<file path="config.mk">
export PLATFORM = sky130hd
export DESIGN_NAME = utf8_codepoint_range_filter_flat
export DESIGN_NICKNAME = d
export VERILOG_FILES = /design/src/rtl/ucrf_pkg.sv /design/src/rtl/ucrf_in_if.sv /design/src/rtl/ucrf_out_if.sv /design/src/rtl/ucrf_front.sv /design/src/rtl/ucrf_queue.sv /design/src/rtl/ucrf_back.sv /design/src/rtl/utf8_codepoint_range_filter.sv /design/src/flat_wrapper.sv
export SDC_FILE = /design/constraint.sdc
export NUM_CORES = 1
export LEC_CHECK = 0
export ABC_AREA = 1
export BUFFER_PORTS_ARGS = -buffer_cell sky130_fd_sc_hd__buf_2
export CORE_ASPECT_RATIO = 1.25
export CORE_MARGIN = 2
export CORE_UTILIZATION = 53
export DETAILED_ROUTE_END_ITERATION = 8
export PLACE_DENSITY = 0.69
export SETUP_SLACK_MARGIN = 0.02
export SYNTH_ARGS = -nofsm -noshare
export SYNTH_HDL_FRONTEND = slang
export SYNTH_SLANG_ARGS = --single-unit
</file>
<file path="constraint.sdc">
create_clock -name clk -period 10.7 [get_ports clk]
set_input_delay 2.14 -clock clk [delete_from_list [all_inputs] [get_ports clk]]
set_output_delay 2.14 -clock clk [all_outputs]
set_load 0.005 [all_outputs]
</file>
<file path="src/rtl/ucrf_pkg.sv">
// ----------------------------------------------------------------------------
// ucrf_pkg
// shared types, constants and decode functions of the utf-8 range filter
// ----------------------------------------------------------------------------
package ucrf_pkg;

  // default depth of the run queue between decoder and serializer
  localparam int FifoDepth = 4;

  localparam int RunBytes = 4;

  // lengths of a sequence as given by its lead byte
  localparam logic [2:0] LenInvalid = 3'd0;
  localparam logic [2:0] LenOne     = 3'd1;
  localparam logic [2:0] LenTwo     = 3'd2;
  localparam logic [2:0] LenThree   = 3'd3;
  localparam logic [2:0] LenFour    = 3'd4;

  // dropped code point ranges
  localparam logic [20:0] CpSpace     = 21'h00020;
  localparam logic [20:0] CpDel       = 21'h0007F;
  localparam logic [20:0] CpSymLo     = 21'h02600;
  localparam logic [20:0] CpSymHi     = 21'h027BF;
  localparam logic [20:0] CpPicLo     = 21'h1F000;
  localparam logic [20:0] CpPicHi     = 21'h1FFFF;
  localparam logic [20:0] CpVsLo      = 21'h0FE00;
  localparam logic [20:0] CpVsHi      = 21'h0FE0F;
  localparam logic [20:0] CpPuaLo     = 21'h0E000;
  localparam logic [20:0] CpPuaHi     = 21'h0F8FF;

  // one run of bytes to emit: last_idx is the index of the final byte
  typedef struct packed {
    logic [RunBytes-1:0][7:0] bytes;
    logic [1:0]               last_idx;
  } run_t;

  function automatic logic [2:0] lead_len(input logic [7:0] b);
    logic [2:0] len;
    len = LenInvalid;
    priority if (b[7] == 1'b0)        len = LenOne;
    else if (b[7:5] == 3'b110)        len = LenTwo;
    else if (b[7:4] == 4'b1110)       len = LenThree;
    else if (b[7:3] == 5'b11110)      len = LenFour;
    else                              len = LenInvalid;
    return len;
  endfunction

  // lead payload bits moved to their place in the code point
  function automatic logic [20:0] lead_bits(input logic [7:0] b, input logic [2:0] len);
    logic [20:0] cp;
    unique case (len)
      LenOne:   cp = {13'd0, b};
      LenTwo:   cp = {10'd0, b[4:0], 6'd0};
      LenThree: cp = {5'd0, b[3:0], 12'd0};
      LenFour:  cp = {b[2:0], 18'd0};
      default:  cp = 21'd0;
    endcase
    return cp;
  endfunction

  function automatic logic cp_kept(input logic [20:0] cp);
    logic keep;
    keep = 1'b1;
    if (cp < CpSpace || cp == CpDel)            keep = 1'b0;
    if (cp >= CpSymLo && cp <= CpSymHi)         keep = 1'b0;
    if (cp >= CpPicLo && cp <= CpPicHi)         keep = 1'b0;
    if (cp >= CpVsLo && cp <= CpVsHi)           keep = 1'b0;
    if (cp >= CpPuaLo && cp <= CpPuaHi)         keep = 1'b0;
    return keep;
  endfunction

endpackage

</file>
<file path="src/rtl/ucrf_in_if.sv">
// ----------------------------------------------------------------------------
// ucrf_in_if
// input byte channel: valid/ready with one text byte and end flag per beat
// ----------------------------------------------------------------------------
interface ucrf_in_if;
  logic       valid;
  logic       ready;
  logic [7:0] byte_in;
  logic       end_of_text;

  modport source(output valid, output byte_in, output end_of_text, input ready);
  modport sink(input valid, input byte_in, input end_of_text, output ready);
endinterface

</file>
<file path="src/rtl/ucrf_out_if.sv">
// ----------------------------------------------------------------------------
// ucrf_out_if
// result byte channel: valid/ready with one kept byte and run end flag per beat
// ----------------------------------------------------------------------------
interface ucrf_out_if;
  logic       valid;
  logic       ready;
  logic [7:0] byte_out;
  logic       run_end;

  modport source(output valid, output byte_out, output run_end, input ready);
  modport sink(input valid, input byte_out, input run_end, output ready);
endinterface

</file>
<file path="src/rtl/ucrf_front.sv">
// ----------------------------------------------------------------------------
// ucrf_front
// sequence decoder: tracks the open sequence and pushes kept runs
// ----------------------------------------------------------------------------
module ucrf_front (
  input  logic             clk,
  input  logic             rst_n,
  ucrf_in_if.sink          in_ch,
  input  logic             q_full,
  output logic             push,
  output ucrf_pkg::run_t   run
);

  logic [2:0]  seq_len_r, seq_len_nxt;
  logic [1:0]  held_cnt_r, held_cnt_nxt;
  logic [20:0] cp_r, cp_nxt;
  logic [7:0]  held_r [3];

  logic        accept;
  logic [2:0]  len;
  logic [2:0]  pos_p1;
  logic [2:0]  sel;
  logic [20:0] cont_bits;
  logic [20:0] cp_merged;
  logic        complete;
  logic        emit;
  logic        hold_wr;
  logic [7:0]  b;

  assign b           = in_ch.byte_in;
  assign in_ch.ready = !q_full;
  assign accept      = in_ch.valid && !q_full;
  assign pos_p1      = {1'b0, held_cnt_r} + 3'd1;
  assign complete    = pos_p1 >= seq_len_r;
  // remaining continuation slots below this byte
  assign sel         = complete ? 3'd0 : seq_len_r - pos_p1;

  always_comb begin
    unique case (sel)
      3'd1:    cont_bits = {9'd0, b[5:0], 6'd0};
      3'd2:    cont_bits = {3'd0, b[5:0], 12'd0};
      default: cont_bits = {15'd0, b[5:0]};
    endcase
  end

  assign cp_merged = cp_r | cont_bits;

  always_comb begin
    len          = ucrf_pkg::lead_len(b);
    emit         = 1'b0;
    hold_wr      = 1'b0;
    seq_len_nxt  = seq_len_r;
    held_cnt_nxt = held_cnt_r;
    cp_nxt       = cp_r;
    if (seq_len_r == ucrf_pkg::LenInvalid) begin
      if (len == ucrf_pkg::LenOne) begin
        emit = ucrf_pkg::cp_kept({13'd0, b});
      end else if (len == ucrf_pkg::LenInvalid) begin
        emit = 1'b0;
      end else if (in_ch.end_of_text) begin
        emit = ucrf_pkg::cp_kept(ucrf_pkg::lead_bits(b, len));
      end else begin
        hold_wr      = 1'b1;
        seq_len_nxt  = len;
        held_cnt_nxt = 2'd1;
        cp_nxt       = ucrf_pkg::lead_bits(b, len);
      end
    end else begin
      if (complete) begin
        emit         = ucrf_pkg::cp_kept(cp_merged);
        seq_len_nxt  = 3'd0;
        held_cnt_nxt = 2'd0;
        cp_nxt       = 21'd0;
      end else if (in_ch.end_of_text) begin
        emit         = ucrf_pkg::cp_kept(ucrf_pkg::lead_bits(held_r[0], seq_len_r));
        seq_len_nxt  = 3'd0;
        held_cnt_nxt = 2'd0;
        cp_nxt       = 21'd0;
      end else begin
        hold_wr      = 1'b1;
        held_cnt_nxt = pos_p1[1:0];
        cp_nxt       = cp_merged;
      end
    end
  end

  // run is the held bytes followed by this byte
  always_comb begin
    for (int k = 0; k < 3; k++) begin
      if (2'(k) < held_cnt_r) run.bytes[k] = held_r[k];
      else                    run.bytes[k] = b;
    end
    run.bytes[ucrf_pkg::RunBytes-1] = b;
    run.last_idx = held_cnt_r;
  end

  assign push = accept && emit;

  always_ff @(posedge clk) begin
    if (!rst_n) begin
      seq_len_r  <= 3'd0;
      held_cnt_r <= 2'd0;
      cp_r       <= 21'd0;
    end else if (accept) begin
      seq_len_r  <= seq_len_nxt;
      held_cnt_r <= held_cnt_nxt;
      cp_r       <= cp_nxt;
    end
  end

  always_ff @(posedge clk) begin
    if (accept && hold_wr) begin
      held_r[held_cnt_r] <= b;
    end
  end

endmodule

</file>
<file path="src/rtl/ucrf_queue.sv">
// ----------------------------------------------------------------------------
// ucrf_queue
// small run queue between decoder and serializer
// ----------------------------------------------------------------------------
module ucrf_queue #(
  parameter int FIFO_DEPTH = ucrf_pkg::FifoDepth
) (
  input  logic           clk,
  input  logic           rst_n,
  input  logic           push,
  input  ucrf_pkg::run_t push_run,
  input  logic           pop,
  output ucrf_pkg::run_t head,
  output logic           empty,
  output logic           full
);

  localparam int PtrW = (FIFO_DEPTH > 1) ? $clog2(FIFO_DEPTH) : 1;
  localparam int CntW = $clog2(FIFO_DEPTH + 1);

  ucrf_pkg::run_t mem_r [FIFO_DEPTH];
  logic [PtrW-1:0] wr_ptr_r, rd_ptr_r;
  logic [CntW-1:0] cnt_r;
  logic            do_push, do_pop;

  assign empty   = cnt_r == CntW'(0);
  assign full    = cnt_r == CntW'(FIFO_DEPTH);
  assign do_push = push && !full;
  assign do_pop  = pop && !empty;
  assign head    = mem_r[rd_ptr_r];

  function automatic logic [PtrW-1:0] ptr_inc(input logic [PtrW-1:0] p);
    return (p == PtrW'(FIFO_DEPTH - 1)) ? PtrW'(0) : p + PtrW'(1);
  endfunction

  always_ff @(posedge clk) begin
    if (!rst_n) begin
      wr_ptr_r <= '0;
      rd_ptr_r <= '0;
      cnt_r    <= '0;
    end else begin
      if (do_push) wr_ptr_r <= ptr_inc(wr_ptr_r);
      if (do_pop)  rd_ptr_r <= ptr_inc(rd_ptr_r);
      if (do_push && !do_pop)      cnt_r <= cnt_r + CntW'(1);
      else if (do_pop && !do_push) cnt_r <= cnt_r - CntW'(1);
    end
  end

  always_ff @(posedge clk) begin
    if (do_push) mem_r[wr_ptr_r] <= push_run;
  end

endmodule

</file>
<file path="src/rtl/ucrf_back.sv">
// ----------------------------------------------------------------------------
// ucrf_back
// run serializer: sends the bytes of the head run one beat at a time
// ----------------------------------------------------------------------------
module ucrf_back (
  input  logic           clk,
  input  logic           rst_n,
  input  ucrf_pkg::run_t head,
  input  logic           empty,
  output logic           pop,
  ucrf_out_if.source     out_ch
);

  logic [1:0] idx_r;
  logic       fire;
  logic       last_beat;

  assign last_beat       = idx_r == head.last_idx;
  assign out_ch.valid    = !empty;
  assign out_ch.byte_out = head.bytes[idx_r];
  assign out_ch.run_end  = last_beat;
  assign fire            = out_ch.valid && out_ch.ready;
  assign pop             = fire && last_beat;

  always_ff @(posedge clk) begin
    if (!rst_n) begin
      idx_r <= 2'd0;
    end else if (fire) begin
      idx_r <= last_beat ? 2'd0 : idx_r + 2'd1;
    end
  end

endmodule

</file>
<file path="src/rtl/utf8_codepoint_range_filter.sv">
// ----------------------------------------------------------------------------
// utf8_codepoint_range_filter
// streaming utf-8 filter that forwards only the bytes of kept characters
// ----------------------------------------------------------------------------
// in_ch takes one text byte per beat plus an end_of_text flag; out_ch gives
// the bytes of each kept character in original order, run_end set on the
// last byte that a given input byte releases (a character ends a run)
// a character is dropped when its code point is a control code, DEL,
// 0x2600-0x27BF, 0x1F000-0x1FFFF, a variation selector or private use
// throughput: one input byte per cycle while the run queue has room; each
// input byte releases 0 to 4 output beats, one per cycle while out_ch is ready
// latency: with the run queue empty, the first beat of a run is valid the
// cycle after the byte that completes the character is taken
// the decoder state sits in the front, the byte serializer in the back, with
// a queue of FIFO_DEPTH runs between them; in_ch.ready drops only when
// that queue is full
// reset (rst_n low at a clock edge) closes any open sequence and empties
// the queue; a stalled out_ch holds its byte and fills the queue, then
// backpressures in_ch
// ----------------------------------------------------------------------------
module utf8_codepoint_range_filter #(
  parameter int FIFO_DEPTH = ucrf_pkg::FifoDepth
) (
  input  logic        clk,
  input  logic        rst_n,
  ucrf_in_if.sink     in_ch,
  ucrf_out_if.source  out_ch
);

  // decoder to queue
  logic           push;
  ucrf_pkg::run_t push_run;

  // queue to serializer
  ucrf_pkg::run_t head;
  logic           q_empty;
  logic           q_full;
  logic           pop;

  // front: decode lead and continuation bytes, judge each finished character
  ucrf_front u_front (
    .clk    (clk),
    .rst_n  (rst_n),
    .in_ch  (in_ch),
    .q_full (q_full),
    .push   (push),
    .run    (push_run)
  );

  // runs waiting for the serializer
  ucrf_queue #(
    .FIFO_DEPTH (FIFO_DEPTH)
  ) u_queue (
    .clk      (clk),
    .rst_n    (rst_n),
    .push     (push),
    .push_run (push_run),
    .pop      (pop),
    .head     (head),
    .empty    (q_empty),
    .full     (q_full)
  );

  // back: one beat per byte of the head run
  ucrf_back u_back (
    .clk    (clk),
    .rst_n  (rst_n),
    .head   (head),
    .empty  (q_empty),
    .pop    (pop),
    .out_ch (out_ch)
  );

  // queue never reports empty and full together
  a_q_status: assert property (@(posedge clk) disable iff (!rst_n)
    !(q_empty && q_full))
    else $error("run queue empty and full at once");

  // a run pushed into an empty queue is visible next cycle
  a_push_shows: assert property (@(posedge clk) disable iff (!rst_n)
    (push && q_empty) |=> out_ch.valid)
    else $error("pushed run not presented");

  // the run_end beat retires exactly one queue entry
  a_end_pops: assert property (@(posedge clk) disable iff (!rst_n)
    (out_ch.valid && out_ch.ready && out_ch.run_end) |-> pop)
    else $error("run end without pop");

  // input is refused only when the queue is full
  a_ready_full: assert property (@(posedge clk) disable iff (!rst_n)
    !in_ch.ready |-> q_full)
    else $error("input stalled with room in queue");

endmodule
</file>
<file path="src/flat_wrapper.sv">
// flat-port wrapper written by rule: the top's interface ports become plain ports
module utf8_codepoint_range_filter_flat 
#(
  parameter int FIFO_DEPTH = ucrf_pkg::FifoDepth
)
  (clk, rst_n, in_ch_valid, in_ch_byte_in, in_ch_end_of_text, in_ch_ready, out_ch_valid, out_ch_byte_out, out_ch_run_end, out_ch_ready);
  ucrf_in_if in_ch_i ();
  ucrf_out_if out_ch_i ();
  input  logic clk;
  input  logic rst_n;
  input wire logic [$bits(in_ch_i.valid)-1:0] in_ch_valid;
  input wire logic [$bits(in_ch_i.byte_in)-1:0] in_ch_byte_in;
  input wire logic [$bits(in_ch_i.end_of_text)-1:0] in_ch_end_of_text;
  output wire logic [$bits(in_ch_i.ready)-1:0] in_ch_ready;
  output wire logic [$bits(out_ch_i.valid)-1:0] out_ch_valid;
  output wire logic [$bits(out_ch_i.byte_out)-1:0] out_ch_byte_out;
  output wire logic [$bits(out_ch_i.run_end)-1:0] out_ch_run_end;
  input wire logic [$bits(out_ch_i.ready)-1:0] out_ch_ready;
  assign in_ch_i.valid = in_ch_valid;
  assign in_ch_i.byte_in = in_ch_byte_in;
  assign in_ch_i.end_of_text = in_ch_end_of_text;
  assign in_ch_ready = in_ch_i.ready;
  assign out_ch_valid = out_ch_i.valid;
  assign out_ch_byte_out = out_ch_i.byte_out;
  assign out_ch_run_end = out_ch_i.run_end;
  assign out_ch_i.ready = out_ch_ready;
  utf8_codepoint_range_filter #(.FIFO_DEPTH(FIFO_DEPTH)) u_core (.clk(clk), .rst_n(rst_n), .in_ch(in_ch_i), .out_ch(out_ch_i));
endmodule
</file>
==> results.ini <==
[cells_and_area]
fin_util_pct=59.2
final_layout_size_suffix_gt1_share_pct=12.7
area_growth_pct=10.7
nets=880
n_antenna_cell=0

[floorplan]
core_um2=16600
io_pins=24
die_area_um2=17900
die_y_um=149
start_util_pct=53.5
chipWidth_um=120
rows=53

[clock_tree]
clk_path_buf_depth=2
tritoncts=yes
clkLatencyLatePin_ps=430
clk_pin_slew_ps=60
ctsResizeCount=0
cts-root-buf=clkbuf_16
htree_levels=4
clock-sinks=197
post_cts_buffers=0
cts-buffers-inserted=17
hold_buffers=0

[timing]
hold_violations=0
fin_crit_ps=5140
slew_violations=0
maxSlewHeadroom_pct=29.3
clock.fmax_ghz=0.194
fin_worst_skew_ps=7.75
tightest_slew_ps=1060
rsz0062_at_grt=no
finalSetupViolations=0
fin_ws_ps=5560
finalSetupTns_ps=0
hold_slack_ps=470
period_share_pct=48.1

[worst_hold_path]
hold_path_class=reg2reg

[flow_run]
maxCapViolations=0

[synth]
synth.distinct_cells=44
synth.area.mux_share_pct=0
synth_nets=864
synth_common_cells=edfxtp_1 (160), nor2_1 (103), o21ai_0 (99)
synthAdderAreaFrac_pct=2.42
syn-cell-area_um2=8900
synthXorXnorAreaFrac_pct=0.295
ys_warn_count=0
avgSynthCellArea_um2=10.7
synth-edff-count=160
synthFlopType=edfxtp_1
ys_seq_elements=197
synthCells=835
yosysMostFrequentCell=edfxtp_1
synth_compound_area_share_pct=14.0
synth_top_area_cell=edfxtp_1
synth_area_leaders=edfxtp_1 (54%), dfxtp_1 (8.3%), o21ai_0 (5.6%)
yosysSeqAreaShare_pct=62.3
synth_top_family_by_area=simple AND/OR/NAND/NOR gates
ys_async_sr_fraction_pct=0
yosysTopAreaCellShare_pct=54.0
synthSimpleGateAreaFrac_pct=15.9

[global_routing]
grt-ovfl-total=0
grt_pass1_wl_um=32800
gr-usage-all-layers_pct=24.2
grt_pass1_vias=6263
grt_max_degree=70
antenna_found_initial=0

[worst_setup_path]
cp_cell_sequence=buf_4 -> clkinv_1 -> buf_4 -> o21ai_0 -> o22ai_1 -> xor2_1 -> nor2_1 -> buf_2
critPathKind=reg2out
path_common_cell=buf_4
cpPeakStageDelay_ps=540
worstPathRequired_ps=8560
crit_family=buffers and inverters
cp-end-kind=output pin
critPathArrivalTime_ps=3000
path_max_fanout=69
crit_path_top_delay_cell=buf_4
start_kind=flip-flop
critPathBufInv=4

[pwr]
p_leak_nw=3.52
totalPowerFinal_mw=1.75
vdd_drop_max_uv=122
power_density_nw_per_um2=177

[drt]
drtIter0Drc=580
drc=1
drtAntennaViolNets=0
drtPass1Iterations=9
wl_per_cell_um=19.3
vias_per_cell=5.88
wl_um=20900
vias=6378

[placed_design]
globalplace.congestion=0.897
port_buffers=23
post-place-ws_ps=5820
place_hpwl_um=12900

[status]
status=finished, violations left
violations=design-rule violations

-- flip-flops by register name (all words and copies together), names as in the netlist, named ones only --
| signal | count |
|---|---|
| u_core.u_back.idx_r | 2 |
| u_core.u_front.seq_len_r | 3 |
| u_core.u_front.held_cnt_r | 2 |
| u_core.u_front.cp_r | 21 |
| u_core.u_front.held_r | 24 |
| u_core.u_queue.wr_ptr_r | 2 |
| u_core.u_queue.rd_ptr_r | 2 |
| u_core.u_queue.cnt_r | 3 |
| u_core.u_queue.mem_r | 136 |
-- kinds of logic after synthesis --
kind of cell    Yosys count
compound gates          203
xor+xnor                  3
fa+ha+maj                16
buf+inv                 121
flops                   197
simple gates            295
-- worst register-to-register path: cells and delay by family, from the launching register on --
kind	cells	cell delay [ps]
flops	1	510
buf+inv	5	490
compound gates	6	950
fa+ha+maj	4	1420
simple gates	7	960
-- per-layer routing --
metal / share of wire (%) / vias to the layer above / global-route usage [%]
li1: - / 3001 / -
met1: 40 / 3095 / 29.6
met2: 52 / 243 / 42.4
met3: 5.9 / 39 / 4.85
met4: 2.1 / 0 / 8.82
met5: 0 / - / 0
-- path summary, 6_finish.rpt --
path                                 from                       to  slack, ps  cells past startpoint
max                             flip-flop           out_ch_run_end       5560                      8
min               u_core.u_front.cp_r[20]  u_core.u_front.cp_r[20]        470                      2
max reg2reg  u_core.u_front.held_cnt_r[0]  u_core.u_queue.cnt_r[2]       6240                     22
min reg2reg       u_core.u_front.cp_r[20]  u_core.u_front.cp_r[20]        470                      2
-- layout by cell type (no fill, tap or decap), types with 10 or more instances in the layout --
| master | n |
|---|---|
| a21oi_1 | 32 |
| buf_2 | 23 |
| buf_4 | 11 |
| clkbuf_16 | 17 |
| dfxtp_1 | 36 |
| edfxtp_1 | 160 |
| ha_1 | 14 |
| inv_1 | 76 |
| nand2_1 | 89 |
| nand3_1 | 45 |
| nor2_1 | 103 |
| nor3_1 | 10 |
| o21ai_0 | 99 |
| o221ai_1 | 26 |
-- metrics by stage --
step	cell area (um2)	std cells
after global placement	9260	1052
after global routing	9860	1084
after CTS	9860	1084
final	9860	1084
after floorplan	8900	835
after detailed placement	9260	1052
-- area by class of cell --
cell class | count | area, um2
multi-input cells | 517 | 2920
well taps | 220 | 275
flip-flops and latches | 197 | 5550
clock inverters | 11 | 151
fillers | 1321 | 6790
inverters | 84 | 318
clock buffers | 21 | 450
repair buffers | 34 | 198
-- power by group --
| group | internal (mW) | leakage [nW] | switching (mW) | total (mW) |
|---|---|---|---|---|
| clock | 0.375 | 0.280 | 0.268 | 0.644 |
| combinational | 0.0711 | 1.50 | 0.153 | 0.224 |
| sequential | 0.860 | 1.75 | 0.0210 | 0.881 |
| total | 1.31 | 3.52 | 0.443 | 1.75 |
Note: power is estimated with default switching activity, not from simulation.
